$ cat src/rtl/bft_pkg.sv
// ----------------------------------------------------------------------------
// bft_pkg
// Shared types and codes for the bidirectional flow totalizer.
// ----------------------------------------------------------------------------
package bft_pkg;

	localparam int NET_W   = 49;
	localparam int ABS_W   = 42;
	localparam int MILLI_W = 10;

	// lifetime total is in milli m3, sums in mL
	localparam logic [MILLI_W-1:0] MILLI_L_PER_M3 = 10'd1000;

	// request kinds on the input channel
	localparam logic [1:0] FN_SAMPLE = 2'd0;
	localparam logic [1:0] FN_EDGE   = 2'd1;
	localparam logic [1:0] FN_RESET  = 2'd2;

	// decoded direction
	localparam logic [1:0] DIR_UNKNOWN = 2'd0;
	localparam logic [1:0] DIR_IN      = 2'd1;
	localparam logic [1:0] DIR_OUT     = 2'd2;

	// result outcome codes
	localparam logic [3:0] OC_BASELINE  = 4'd0;
	localparam logic [3:0] OC_RST_DONE  = 4'd1;
	localparam logic [3:0] OC_REBASE    = 4'd2;
	localparam logic [3:0] OC_EDGE_AMB  = 4'd3;
	localparam logic [3:0] OC_CHG_AMB   = 4'd4;
	localparam logic [3:0] OC_INFLOW    = 4'd5;
	localparam logic [3:0] OC_OUTFLOW   = 4'd6;
	localparam logic [3:0] OC_EDGE      = 4'd7;
	localparam logic [3:0] OC_RST_REQ   = 4'd8;

	typedef struct packed {
		logic [1:0]  func;
		logic [1:0]  dir;
		logic [31:0] now_ms;
		logic [31:0] batch;
		logic [31:0] total;
		logic [31:0] seq;
	} cmd_t;

	typedef struct packed {
		logic full;
		logic empty;
	} qstat_t;

endpackage

$ cat src/rtl/bft_ifs.sv
// ----------------------------------------------------------------------------
// bft channel interfaces
// Input request, result and configuration channels, valid/ready handshake.
// ----------------------------------------------------------------------------
interface bft_in_if;
	logic        valid;
	logic        ready;
	logic [1:0]  func;
	logic [31:0] now_ms;
	logic [31:0] batch_ml;
	logic [31:0] meter_total_milli_m3;
	logic        pin_level;
	logic [31:0] event_sequence;

	modport src (output valid, func, now_ms, batch_ml, meter_total_milli_m3,
		pin_level, event_sequence, input ready);
	modport snk (input valid, func, now_ms, batch_ml, meter_total_milli_m3,
		pin_level, event_sequence, output ready);
endinterface

interface bft_res_if import bft_pkg::*; #(parameter int SUM_WIDTH = 48);
	logic                    valid;
	logic                    ready;
	logic [SUM_WIDTH-1:0]    inflow_sum;
	logic [SUM_WIDTH-1:0]    outflow_sum;
	logic [SUM_WIDTH-1:0]    unclassified_sum;
	logic signed [NET_W-1:0] net_volume;
	logic [ABS_W-1:0]        meter_absolute;
	logic [31:0]             reset_count;
	logic [31:0]             reset_time_ms;
	logic [3:0]              outcome;
	logic [31:0]             missed_events;
	logic                    boundary_pending;
	logic                    rst_pending;
	logic [1:0]              direction;

	modport src (output valid, inflow_sum, outflow_sum, unclassified_sum, net_volume,
		meter_absolute, reset_count, reset_time_ms, outcome, missed_events,
		boundary_pending, rst_pending, direction, input ready);
	modport snk (input valid, inflow_sum, outflow_sum, unclassified_sum, net_volume,
		meter_absolute, reset_count, reset_time_ms, outcome, missed_events,
		boundary_pending, rst_pending, direction, output ready);
endinterface

interface bft_cfg_if;
	logic valid;
	logic ready;
	logic inflow_pin;

	modport src (output valid, inflow_pin, input ready);
	modport snk (input valid, inflow_pin, output ready);
endinterface

$ cat src/rtl/bidirectional_flow_totalizer.sv
// ----------------------------------------------------------------------------
// bidirectional_flow_totalizer
// Splits meter volume into inflow, outflow and unclassified session sums.
//
//   channel  dir  handshake     payload
//   req      in   valid/ready   func, now_ms, batch/meter totals, level, seq
//   res      out  valid/ready   sums, net, absolute, reset info, outcome, flags
//   cfg      in   valid/ready   inflow_pin (ready tied high)
//
// One request per cycle sustained while the result side takes results; each
// request passes through the queue and then the result register. The back
// end's single state-update stage sets that rate. A two-entry queue and the result
// register let either side stall without losing requests. Reset clears all
// baselines, sums and flags at once; func code 3 is taken with no result.
// ----------------------------------------------------------------------------
module bidirectional_flow_totalizer import bft_pkg::*; #(
	parameter int SUM_WIDTH = 48
) (
	input  logic   clk,
	input  logic   arst_n,
	bft_in_if.snk  req,
	bft_res_if.src res,
	bft_cfg_if.snk cfg
);

	qstat_t qstat;
	logic   push;
	logic   pop;
	cmd_t   wr_cmd;
	cmd_t   rd_cmd;

	bft_front u_front (
		.clk    (clk),
		.arst_n (arst_n),
		.req    (req),
		.cfg    (cfg),
		.qstat  (qstat),
		.push   (push),
		.cmd    (wr_cmd)
	);

	bft_queue u_queue (
		.clk    (clk),
		.arst_n (arst_n),
		.push   (push),
		.wr_cmd (wr_cmd),
		.pop    (pop),
		.rd_cmd (rd_cmd),
		.qstat  (qstat)
	);

	bft_back #(.SUM_WIDTH(SUM_WIDTH)) u_back (
		.clk    (clk),
		.arst_n (arst_n),
		.qstat  (qstat),
		.cmd    (rd_cmd),
		.pop    (pop),
		.res    (res)
	);

	a_rst_done_clears: assert property (@(posedge clk) disable iff (!arst_n)
		res.valid && res.outcome == OC_RST_DONE |->
		!res.rst_pending && !res.boundary_pending && res.unclassified_sum == '0 &&
		res.net_volume == '0)
		else $error("applied reset left state behind");

	a_missed_only_edge: assert property (@(posedge clk) disable iff (!arst_n)
		res.valid && res.missed_events != '0 |-> res.outcome == OC_EDGE)
		else $error("missed events on a non-edge result");

	a_class_dir: assert property (@(posedge clk) disable iff (!arst_n)
		res.valid && (res.outcome == OC_INFLOW || res.outcome == OC_OUTFLOW) |->
		res.direction == ((res.outcome == OC_INFLOW) ? DIR_IN : DIR_OUT) &&
		!res.boundary_pending)
		else $error("classified sample disagrees with direction");

	a_pop_needs_queue: assert property (@(posedge clk) disable iff (!arst_n)
		pop |-> !qstat.empty)
		else $error("back end took from an empty queue");

endmodule

$ cat src/rtl/bft_front.sv
// ----------------------------------------------------------------------------
// bft_front
// Accepts requests, drops unused codes, decodes direction, feeds the queue.
// ----------------------------------------------------------------------------
module bft_front import bft_pkg::*; (
	input  logic         clk,
	input  logic         arst_n,
	bft_in_if.snk        req,
	bft_cfg_if.snk       cfg,
	input  qstat_t       qstat,
	output logic         push,
	output cmd_t         cmd
);

	logic inflow_pin_q;

	always_ff @(posedge clk or negedge arst_n) begin
		if (!arst_n) begin
			inflow_pin_q <= 1'b0;
		end else if (cfg.valid && cfg.ready) begin
			inflow_pin_q <= cfg.inflow_pin;
		end
	end

	assign cfg.ready = 1'b1;
	assign req.ready = !qstat.full;

	// unused code is taken and discarded
	assign push = req.valid && !qstat.full &&
		(req.func inside {FN_SAMPLE, FN_EDGE, FN_RESET});

	always_comb begin
		cmd.func   = req.func;
		cmd.dir    = (req.pin_level == inflow_pin_q) ? DIR_IN : DIR_OUT;
		cmd.now_ms = req.now_ms;
		cmd.batch  = req.batch_ml;
		cmd.total  = req.meter_total_milli_m3;
		cmd.seq    = req.event_sequence;
	end

endmodule

$ cat src/rtl/bft_queue.sv
// ----------------------------------------------------------------------------
// bft_queue
// Two-entry queue of decoded requests between front and back.
// ----------------------------------------------------------------------------
module bft_queue import bft_pkg::*; (
	input  logic   clk,
	input  logic   arst_n,
	input  logic   push,
	input  cmd_t   wr_cmd,
	input  logic   pop,
	output cmd_t   rd_cmd,
	output qstat_t qstat
);

	localparam int DEPTH = 2;
	localparam int PTR_W = $clog2(DEPTH);
	localparam int CNT_W = $clog2(DEPTH + 1);

	cmd_t             mem_q [DEPTH];
	logic [PTR_W-1:0] wr_ptr_q;
	logic [PTR_W-1:0] rd_ptr_q;
	logic [CNT_W-1:0] count_q;
	logic             do_push;
	logic             do_pop;

	assign qstat.full  = (count_q == CNT_W'(DEPTH));
	assign qstat.empty = (count_q == '0);
	assign do_push     = push && !qstat.full;
	assign do_pop      = pop && !qstat.empty;
	assign rd_cmd      = mem_q[rd_ptr_q];

	always_ff @(posedge clk) begin
		if (do_push) begin
			mem_q[wr_ptr_q] <= wr_cmd;
		end
	end

	always_ff @(posedge clk or negedge arst_n) begin
		if (!arst_n) begin
			wr_ptr_q <= '0;
			rd_ptr_q <= '0;
			count_q  <= '0;
		end else begin
			if (do_push) begin
				wr_ptr_q <= (wr_ptr_q == PTR_W'(DEPTH - 1)) ? '0 : wr_ptr_q + 1'b1;
			end
			if (do_pop) begin
				rd_ptr_q <= (rd_ptr_q == PTR_W'(DEPTH - 1)) ? '0 : rd_ptr_q + 1'b1;
			end
			case ({do_push, do_pop})
				2'b10:   count_q <= count_q + 1'b1;
				2'b01:   count_q <= count_q - 1'b1;
				default: count_q <= count_q;
			endcase
		end
	end

endmodule

$ cat src/rtl/bft_back.sv
// ----------------------------------------------------------------------------
// bft_back
// Applies queued requests to baselines and session sums; holds the result.
// ----------------------------------------------------------------------------
module bft_back import bft_pkg::*; #(
	parameter int SUM_WIDTH = 48
) (
	input  logic   clk,
	input  logic   arst_n,
	input  qstat_t qstat,
	input  cmd_t   cmd,
	output logic   pop,
	bft_res_if.src res
);

	localparam logic [SUM_WIDTH-1:0] SUM_MAX = '1;

	// state
	logic [31:0]          last_batch_q, total_base_q, last_seq_q;
	logic [1:0]           acct_dir_q, edge_dir_q, cur_dir_q;
	logic                 base_q, tbase_q, bound_q, rstp_q;
	logic [SUM_WIDTH-1:0] in_sum_q, out_sum_q, unc_sum_q;
	logic [NET_W-1:0]     net_q;
	logic [ABS_W-1:0]     abs_q;
	logic [31:0]          rst_cnt_q, rst_time_q;
	logic                 res_valid_q;
	logic [3:0]           outcome_q;
	logic [31:0]          missed_q;

	// next state
	logic [31:0]          last_batch_n, total_base_n, last_seq_n;
	logic [1:0]           acct_dir_n, edge_dir_n, cur_dir_n;
	logic                 base_n, tbase_n, bound_n, rstp_n;
	logic [SUM_WIDTH-1:0] in_sum_n, out_sum_n, unc_sum_n;
	logic [NET_W-1:0]     net_n;
	logic [ABS_W-1:0]     abs_n;
	logic [31:0]          rst_cnt_n, rst_time_n;
	logic [3:0]           outcome_n;
	logic [31:0]          missed_n;

	// shared saturating adder and helpers
	logic [31:0]          delta;
	logic [1:0]           tgt;
	logic [SUM_WIDTH-1:0] tgt_sum;
	logic [SUM_WIDTH:0]   add_wide;
	logic [SUM_WIDTH-1:0] sat_sum;
	logic [31:0]          tot_diff;
	logic [ABS_W-1:0]     tot_milli;
	logic [31:0]          gap;

	assign pop = !qstat.empty && (!res_valid_q || res.ready);

	assign delta    = cmd.batch - last_batch_q;
	assign tgt      = (bound_q || cmd.dir != acct_dir_q) ? DIR_UNKNOWN : cmd.dir;
	assign tgt_sum  = (tgt == DIR_IN) ? in_sum_q : (tgt == DIR_OUT) ? out_sum_q : unc_sum_q;
	assign add_wide = {1'b0, tgt_sum} + {{(SUM_WIDTH + 1 - 32){1'b0}}, delta};
	assign sat_sum  = add_wide[SUM_WIDTH] ? SUM_MAX : add_wide[SUM_WIDTH-1:0];
	assign tot_diff = cmd.total - total_base_q;
	assign tot_milli = {{(ABS_W - 32){1'b0}}, tot_diff} * {{(ABS_W - MILLI_W){1'b0}},
		MILLI_L_PER_M3};
	assign gap      = cmd.seq - last_seq_q;

	always_comb begin
		last_batch_n = last_batch_q;
		total_base_n = total_base_q;
		last_seq_n   = last_seq_q;
		acct_dir_n   = acct_dir_q;
		edge_dir_n   = edge_dir_q;
		cur_dir_n    = cur_dir_q;
		base_n       = base_q;
		tbase_n      = tbase_q;
		bound_n      = bound_q;
		rstp_n       = rstp_q;
		in_sum_n     = in_sum_q;
		out_sum_n    = out_sum_q;
		unc_sum_n    = unc_sum_q;
		abs_n        = abs_q;
		rst_cnt_n    = rst_cnt_q;
		rst_time_n   = rst_time_q;
		outcome_n    = OC_RST_REQ;
		missed_n     = '0;

		case (cmd.func)
			FN_SAMPLE: begin
				cur_dir_n = cmd.dir;
				if (rstp_q) begin
					in_sum_n     = '0;
					out_sum_n    = '0;
					unc_sum_n    = '0;
					rst_cnt_n    = rst_cnt_q + 1'b1;
					rst_time_n   = cmd.now_ms;
					last_batch_n = cmd.batch;
					acct_dir_n   = cmd.dir;
					total_base_n = cmd.total;
					tbase_n      = 1'b1;
					abs_n        = '0;
					base_n       = 1'b1;
					rstp_n       = 1'b0;
					bound_n      = 1'b0;
					outcome_n    = OC_RST_DONE;
				end else begin
					if (!tbase_q || cmd.total < total_base_q) begin
						total_base_n = cmd.total;
						tbase_n      = 1'b1;
						abs_n        = '0;
					end else begin
						abs_n = tot_milli;
					end
					last_batch_n = cmd.batch;
					if (!base_q) begin
						acct_dir_n = cmd.dir;
						base_n     = 1'b1;
						outcome_n  = OC_BASELINE;
					end else if (cmd.batch < last_batch_q) begin
						acct_dir_n = cmd.dir;
						bound_n    = 1'b0;
						outcome_n  = OC_REBASE;
					end else if (bound_q) begin
						unc_sum_n  = sat_sum;
						acct_dir_n = edge_dir_q;
						bound_n    = 1'b0;
						outcome_n  = OC_EDGE_AMB;
					end else if (cmd.dir != acct_dir_q) begin
						unc_sum_n  = sat_sum;
						acct_dir_n = cmd.dir;
						outcome_n  = OC_CHG_AMB;
					end else if (cmd.dir == DIR_IN) begin
						in_sum_n  = sat_sum;
						outcome_n = OC_INFLOW;
					end else begin
						out_sum_n = sat_sum;
						outcome_n = OC_OUTFLOW;
					end
				end
			end
			FN_EDGE: begin
				last_seq_n = cmd.seq;
				missed_n   = (gap == '0) ? '0 : gap - 1'b1;
				cur_dir_n  = cmd.dir;
				if (base_q) begin
					edge_dir_n = cmd.dir;
					bound_n    = 1'b1;
				end
				outcome_n = OC_EDGE;
			end
			FN_RESET: begin
				rstp_n    = 1'b1;
				outcome_n = OC_RST_REQ;
			end
			default: begin
				outcome_n = OC_RST_REQ;
			end
		endcase
	end

	// net follows the sums on reset and on classified samples only
	always_comb begin
		net_n = net_q;
		if (cmd.func == FN_SAMPLE && (rstp_q || outcome_n == OC_INFLOW ||
			outcome_n == OC_OUTFLOW)) begin
			net_n = NET_W'(in_sum_n) - NET_W'(out_sum_n);
		end
	end

	always_ff @(posedge clk or negedge arst_n) begin
		if (!arst_n) begin
			last_batch_q <= '0;
			total_base_q <= '0;
			last_seq_q   <= '0;
			acct_dir_q   <= DIR_UNKNOWN;
			edge_dir_q   <= DIR_UNKNOWN;
			cur_dir_q    <= DIR_UNKNOWN;
			base_q       <= 1'b0;
			tbase_q      <= 1'b0;
			bound_q      <= 1'b0;
			rstp_q       <= 1'b0;
			in_sum_q     <= '0;
			out_sum_q    <= '0;
			unc_sum_q    <= '0;
			net_q        <= '0;
			abs_q        <= '0;
			rst_cnt_q    <= '0;
			rst_time_q   <= '0;
			res_valid_q  <= 1'b0;
		end else begin
			if (pop) begin
				last_batch_q <= last_batch_n;
				total_base_q <= total_base_n;
				last_seq_q   <= last_seq_n;
				acct_dir_q   <= acct_dir_n;
				edge_dir_q   <= edge_dir_n;
				cur_dir_q    <= cur_dir_n;
				base_q       <= base_n;
				tbase_q      <= tbase_n;
				bound_q      <= bound_n;
				rstp_q       <= rstp_n;
				in_sum_q     <= in_sum_n;
				out_sum_q    <= out_sum_n;
				unc_sum_q    <= unc_sum_n;
				net_q        <= net_n;
				abs_q        <= abs_n;
				rst_cnt_q    <= rst_cnt_n;
				rst_time_q   <= rst_time_n;
				res_valid_q  <= 1'b1;
			end else if (res.ready) begin
				res_valid_q <= 1'b0;
			end
		end
	end

	always_ff @(posedge clk) begin
		if (pop) begin
			outcome_q <= outcome_n;
			missed_q  <= missed_n;
		end
	end

	// state only moves on pop, so it stands as the held result
	assign res.valid            = res_valid_q;
	assign res.inflow_sum       = in_sum_q;
	assign res.outflow_sum      = out_sum_q;
	assign res.unclassified_sum = unc_sum_q;
	assign res.net_volume       = net_q;
	assign res.meter_absolute   = abs_q;
	assign res.reset_count      = rst_cnt_q;
	assign res.reset_time_ms    = rst_time_q;
	assign res.outcome          = outcome_q;
	assign res.missed_events    = missed_q;
	assign res.boundary_pending = bound_q;
	assign res.rst_pending      = rstp_q;
	assign res.direction        = cur_dir_q;

endmodule

$ cat src/flat_wrapper.sv
// flat-port wrapper written by rule: the top's interface ports become plain ports
module bidirectional_flow_totalizer_flat import bft_pkg::*;
#(
	parameter int SUM_WIDTH = 48
)
  (clk, arst_n, req_valid, req_func, req_now_ms, req_batch_ml, req_meter_total_milli_m3, req_pin_level, req_event_sequence, req_ready, res_valid, res_inflow_sum, res_outflow_sum, res_unclassified_sum, res_net_volume, res_meter_absolute, res_reset_count, res_reset_time_ms, res_outcome, res_missed_events, res_boundary_pending, res_rst_pending, res_direction, res_ready, cfg_valid, cfg_inflow_pin, cfg_ready);
  bft_in_if req_i ();
  bft_res_if #(.SUM_WIDTH(SUM_WIDTH)) res_i ();
  bft_cfg_if cfg_i ();
  input  logic clk;
  input  logic arst_n;
  input wire logic [$bits(req_i.valid)-1:0] req_valid;
  input wire logic [$bits(req_i.func)-1:0] req_func;
  input wire logic [$bits(req_i.now_ms)-1:0] req_now_ms;
  input wire logic [$bits(req_i.batch_ml)-1:0] req_batch_ml;
  input wire logic [$bits(req_i.meter_total_milli_m3)-1:0] req_meter_total_milli_m3;
  input wire logic [$bits(req_i.pin_level)-1:0] req_pin_level;
  input wire logic [$bits(req_i.event_sequence)-1:0] req_event_sequence;
  output wire logic [$bits(req_i.ready)-1:0] req_ready;
  output wire logic [$bits(res_i.valid)-1:0] res_valid;
  output wire logic [$bits(res_i.inflow_sum)-1:0] res_inflow_sum;
  output wire logic [$bits(res_i.outflow_sum)-1:0] res_outflow_sum;
  output wire logic [$bits(res_i.unclassified_sum)-1:0] res_unclassified_sum;
  output wire logic [$bits(res_i.net_volume)-1:0] res_net_volume;
  output wire logic [$bits(res_i.meter_absolute)-1:0] res_meter_absolute;
  output wire logic [$bits(res_i.reset_count)-1:0] res_reset_count;
  output wire logic [$bits(res_i.reset_time_ms)-1:0] res_reset_time_ms;
  output wire logic [$bits(res_i.outcome)-1:0] res_outcome;
  output wire logic [$bits(res_i.missed_events)-1:0] res_missed_events;
  output wire logic [$bits(res_i.boundary_pending)-1:0] res_boundary_pending;
  output wire logic [$bits(res_i.rst_pending)-1:0] res_rst_pending;
  output wire logic [$bits(res_i.direction)-1:0] res_direction;
  input wire logic [$bits(res_i.ready)-1:0] res_ready;
  input wire logic [$bits(cfg_i.valid)-1:0] cfg_valid;
  input wire logic [$bits(cfg_i.inflow_pin)-1:0] cfg_inflow_pin;
  output wire logic [$bits(cfg_i.ready)-1:0] cfg_ready;
  assign req_i.valid = req_valid;
  assign req_i.func = req_func;
  assign req_i.now_ms = req_now_ms;
  assign req_i.batch_ml = req_batch_ml;
  assign req_i.meter_total_milli_m3 = req_meter_total_milli_m3;
  assign req_i.pin_level = req_pin_level;
  assign req_i.event_sequence = req_event_sequence;
  assign req_ready = req_i.ready;
  assign res_valid = res_i.valid;
  assign res_inflow_sum = res_i.inflow_sum;
  assign res_outflow_sum = res_i.outflow_sum;
  assign res_unclassified_sum = res_i.unclassified_sum;
  assign res_net_volume = res_i.net_volume;
  assign res_meter_absolute = res_i.meter_absolute;
  assign res_reset_count = res_i.reset_count;
  assign res_reset_time_ms = res_i.reset_time_ms;
  assign res_outcome = res_i.outcome;
  assign res_missed_events = res_i.missed_events;
  assign res_boundary_pending = res_i.boundary_pending;
  assign res_rst_pending = res_i.rst_pending;
  assign res_direction = res_i.direction;
  assign res_i.ready = res_ready;
  assign cfg_i.valid = cfg_valid;
  assign cfg_i.inflow_pin = cfg_inflow_pin;
  assign cfg_ready = cfg_i.ready;
  bidirectional_flow_totalizer #(.SUM_WIDTH(SUM_WIDTH)) u_core (.clk(clk), .arst_n(arst_n), .req(req_i), .res(res_i), .cfg(cfg_i));
endmodule
$ cat config.mk
export PLATFORM = sky130hd
export DESIGN_NAME = bidirectional_flow_totalizer_flat
export DESIGN_NICKNAME = d
export VERILOG_FILES = /design/src/rtl/bft_pkg.sv /design/src/rtl/bft_ifs.sv /design/src/rtl/bidirectional_flow_totalizer.sv /design/src/rtl/bft_front.sv /design/src/rtl/bft_queue.sv /design/src/rtl/bft_back.sv /design/src/flat_wrapper.sv
export SDC_FILE = /design/constraint.sdc
export NUM_CORES = 2
export LEC_CHECK = 0
export ABC_AREA = 1
export BUFFER_PORTS_ARGS = -buffer_cell sky130_fd_sc_hd__buf_2
export CAP_MARGIN = 0
export CORE_MARGIN = 2
export CORE_UTILIZATION = 65
export CTS_BUF_LIST = sky130_fd_sc_hd__clkbuf_16
export CTS_CLUSTER_SIZE = 40
export DETAILED_ROUTE_END_ITERATION = 10
export PLACE_DENSITY_LB_ADDON = 0.15
export SLEW_MARGIN = 20
export SYNTH_ARGS = -nofsm -noshare
export SYNTH_HDL_FRONTEND = slang
export SYNTH_SLANG_ARGS = --single-unit
$ cat constraint.sdc
create_clock -name clk -period 16.9 [get_ports clk]
set_input_delay 3.38 -clock clk [delete_from_list [all_inputs] [get_ports clk]]
set_output_delay 3.38 -clock clk [all_outputs]
set_load 0.1 [all_outputs]
==> metrics.md <==
| Metric | Value |
|---|---|
| Final setup viols | `0` |
| Count leader, synth | `nand2_1` |
| Final hold viol count | `0` |
| Number of synthesis warnings | `0` |
| GR Overflow Total | `0` |
| Die width | `272 um` |
| CTS root buf | `clkbuf_16` |
| Largest net degree at the start of global routing | `97` |
| Syn-to-layout area delta | `11.8%` |
| Wire length per cell | `20.1 um` |
| CP max stage delay | `860 ps` |
| Cells after synthesis | `5692` |
| Die area | `73800 sq um` |
| Setup Crit Path Kind | `flip-flop to flip-flop` |
| Vias in the first global route | `40900` |
| Antenna violations before repair | `23` |
| Seq cells post-synth | `708` |
| Status | `finished, final reports clean` |
| Max Clk Rate | `0.0980 GHz` |
| Layout Nets | `6616` |
| Hold WC Path Type | `flip-flop to flip-flop` |
| Most used DFF post-synth | `dfrtp_1` |
| DRC errors left | `0` |
| Core box area | `71200 sq um` |
| Cell family with most CP delay | `compound AO/OA/AOI/OAI gates` |
| Number of synthesized flops with an enable pin | `300` |
| Slowest stage cell, crit path | `dfrtp_4` |
| Register area share after synthesis | `41.3%` |
| Cell taking the most area after synthesis | `dfrtp_1` |
| Unrepaired setup endpoints after global routing | `no` |
| Global-route wire length before repair | `221000 um` |
| Clock transition at the registers of the reported paths | `60 ps` |
| Yosys cell types | `61` |
| Routability cong. | `1.00` |
| Number of setup buffers added after CTS | `0` |
| Count of pins over their slew limit | `0` |
| TritonCTS buffer count | `74` |
| Iter 0 DRT Violations | `4368` |
| Crit path arrival time | `10720 ps` |
| Total Neg Setup Slack | `0 ps` |
| CP Capture Type | `flip-flop` |
| CTS tree | `yes` |
| Clock Latency Late Sink | `650 ps` |
| Detail Placement HPWL | `107000 um` |
| Worst path buffer plus inverter count | `5` |
| IO Port Bufs | `474` |
| Relative slew slack | `27.9%` |
| Antenna Nets Post-Route | `0` |
| Worst slew pin tran | `1080 ps` |
| Share of cells above drive strength 1 | `11.9%` |
| Post-synth ARST share | `57.6%` |
| Die height | `272 um` |
| Cts hold-fix bufs | `0` |
| Setup Skew | `35.3 ps` |
| Vias after detailed routing | `42200` |
| DR vias/cell | `5.94` |
| Max-cap violations | `0` |
| Synth top area share | `21.9%` |
| Drt total wl | `143000 um` |
| CP Launch Type | `flip-flop` |
| Top post-synthesis cells by count | `nand2_1 (1420), inv_1 (718), o21ai_0 (466), a21oi_1 (419), dfrtp_1 (408)` |
| First-pass DRT Iterations | `7` |
| Min Clock Period, post-route | `10200 ps` |
| Max Fanout on Critical Path | `77` |
| Final period util | `60.4%` |
| Post-Syn Area | `46600 sq um` |
| Overall global routing resource usage | `38.0%` |
| Mapped Avg Cell Area | `8.18 sq um` |
| Clock buffer depth | `3` |
| # clock sinks | `708` |
| Synth top area cells | `dfrtp_1 (22%), edfxtp_1 (19%), nand2_1 (11%)` |
| Rows | `98` |
| Htree depth | `3` |
| CP dominant cell by count | `nand2_1` |
| Post_cts resized | `0` |
| Initial Util | `65.4%` |
| Worst EP required | `17420 ps` |
| Ports | `479` |
worst paths after layout:
| kind | startpoint | to | slack [ps] | cells after the start |
|---|---|---|---|---|
| max | u_core.u_queue.rd_ptr_q$_DFFE_PN0P_ | u_core.u_back.res.net_volume[48]$_DFFE_PN0P_ | 6700 | 39 |
| min | u_core.u_back.res.reset_count[31]$_DFFE_PN0P_ | u_core.u_back.res.reset_count[31]$_DFFE_PN0P_ | 480 | 1 |
| max reg2reg | u_core.u_queue.rd_ptr_q$_DFFE_PN0P_ | u_core.u_back.res.net_volume[48]$_DFFE_PN0P_ | 6700 | 39 |
| min reg2reg | u_core.u_back.res.reset_count[31]$_DFFE_PN0P_ | u_core.u_back.res.reset_count[31]$_DFFE_PN0P_ | 480 | 1 |
| max in group asynchronous | arst_n | u_core.u_back.last_batch_q[9]$_DFFE_PN0P_ | 11840 | 3 |
| min in group asynchronous | arst_n | u_core.u_back.res.net_volume[43]$_DFFE_PN0P_ | 2780 | 1 |
layout make-up:
cell class / instances / area, sq um
repair buffers: 512 / 2670
inverters: 740 / 2780
diodes: 8 / 20.0
fillers: 5498 / 19100
clock inverters: 61 / 518
clock buffers: 76 / 1900
well taps: 950 / 1190
multi-input cells: 4057 / 23800
flip-flops and latches: 708 / 19200
registers in the layout, indices dropped and copies added, names as in the netlist, 4 cells and up:
name and count:
u_core.u_back.res.net_volume 49, u_core.u_back.res.inflow_sum 48, u_core.u_back.total_base_q 32, u_core.u_back.last_seq_q 32, u_core.u_back.res.unclassified_sum 48, u_core.u_back.res.outcome 4
u_core.u_back.res.reset_time_ms 32, u_core.u_back.res.reset_count 32, u_core.u_back.res.meter_absolute 39, u_core.u_back.last_batch_q 32, u_core.u_queue.mem_q 264, u_core.u_back.res.outflow_sum 48
u_core.u_back.res.missed_events 32
cell families after synthesis:
kind of cell	Yosys count	share of synthesized area (%)
muxes	4	0.0886
adders and majority gates	386	12.3
xor gates and xnor gates	231	4.34
other	2	0.0161
and+or+nand+nor	2250	20.3
buffers and inverters	929	7.78
AOI/OAI and AO/OA	1182	13.9
DFF	708	41.3
routing by layer:
metal / track usage (%) / part of all wire (%) / vias to the layer above
li1: - / - / 19700
met1: 49.1 / 39 / 19900
met2: 62.0 / 47 / 2103
met3: 8.45 / 9.5 / 460
met4: 16.3 / 4.6 / 32
met5: 0 / 0.14 / -
through the flow:
step	hold slack (ps)	setup slack [ps]	cells	area [sq um]	utilization (%)
floorplan	422	7110	5694	46600	-
global placement	456	7260	6967	49700	69.7
detailed placement	467	6960	6967	49700	69.7
CTS	481	6830	7104	52100	73.1
global route	498	5950	7109	52100	73.1
finish	475	6700	7112	52100	73.1
placed cells by master, fill, tap and decap left out, types with 18 or more instances in the layout:
| master | instances |
|---|---|
| ha_1 | 263 |
| a21o_1 | 26 |
| dfrtp_1 | 407 |
| fa_1 | 123 |
| o21ai_0 | 466 |
| o21bai_1 | 19 |
| nand2_2 | 27 |
| a22oi_1 | 34 |
| a31oi_1 | 80 |
| inv_1 | 739 |
| nor2_2 | 18 |
| inv_2 | 19 |
| a21oi_1 | 419 |
| clkbuf_16 | 76 |
| o22ai_1 | 43 |
| xor2_1 | 146 |
| buf_4 | 38 |
| o21ai_1 | 31 |
| edfxtp_1 | 300 |
| nand4_1 | 67 |
| nor3_1 | 41 |
| nor2_1 | 328 |
| xnor2_1 | 85 |
| nand3_1 | 284 |
| nand2_1 | 1417 |
| buf_2 | 473 |
Power is left out: the tool's default activity adds up to more than one toggle a clock period on the data nets, which glitch-free logic cannot reach.
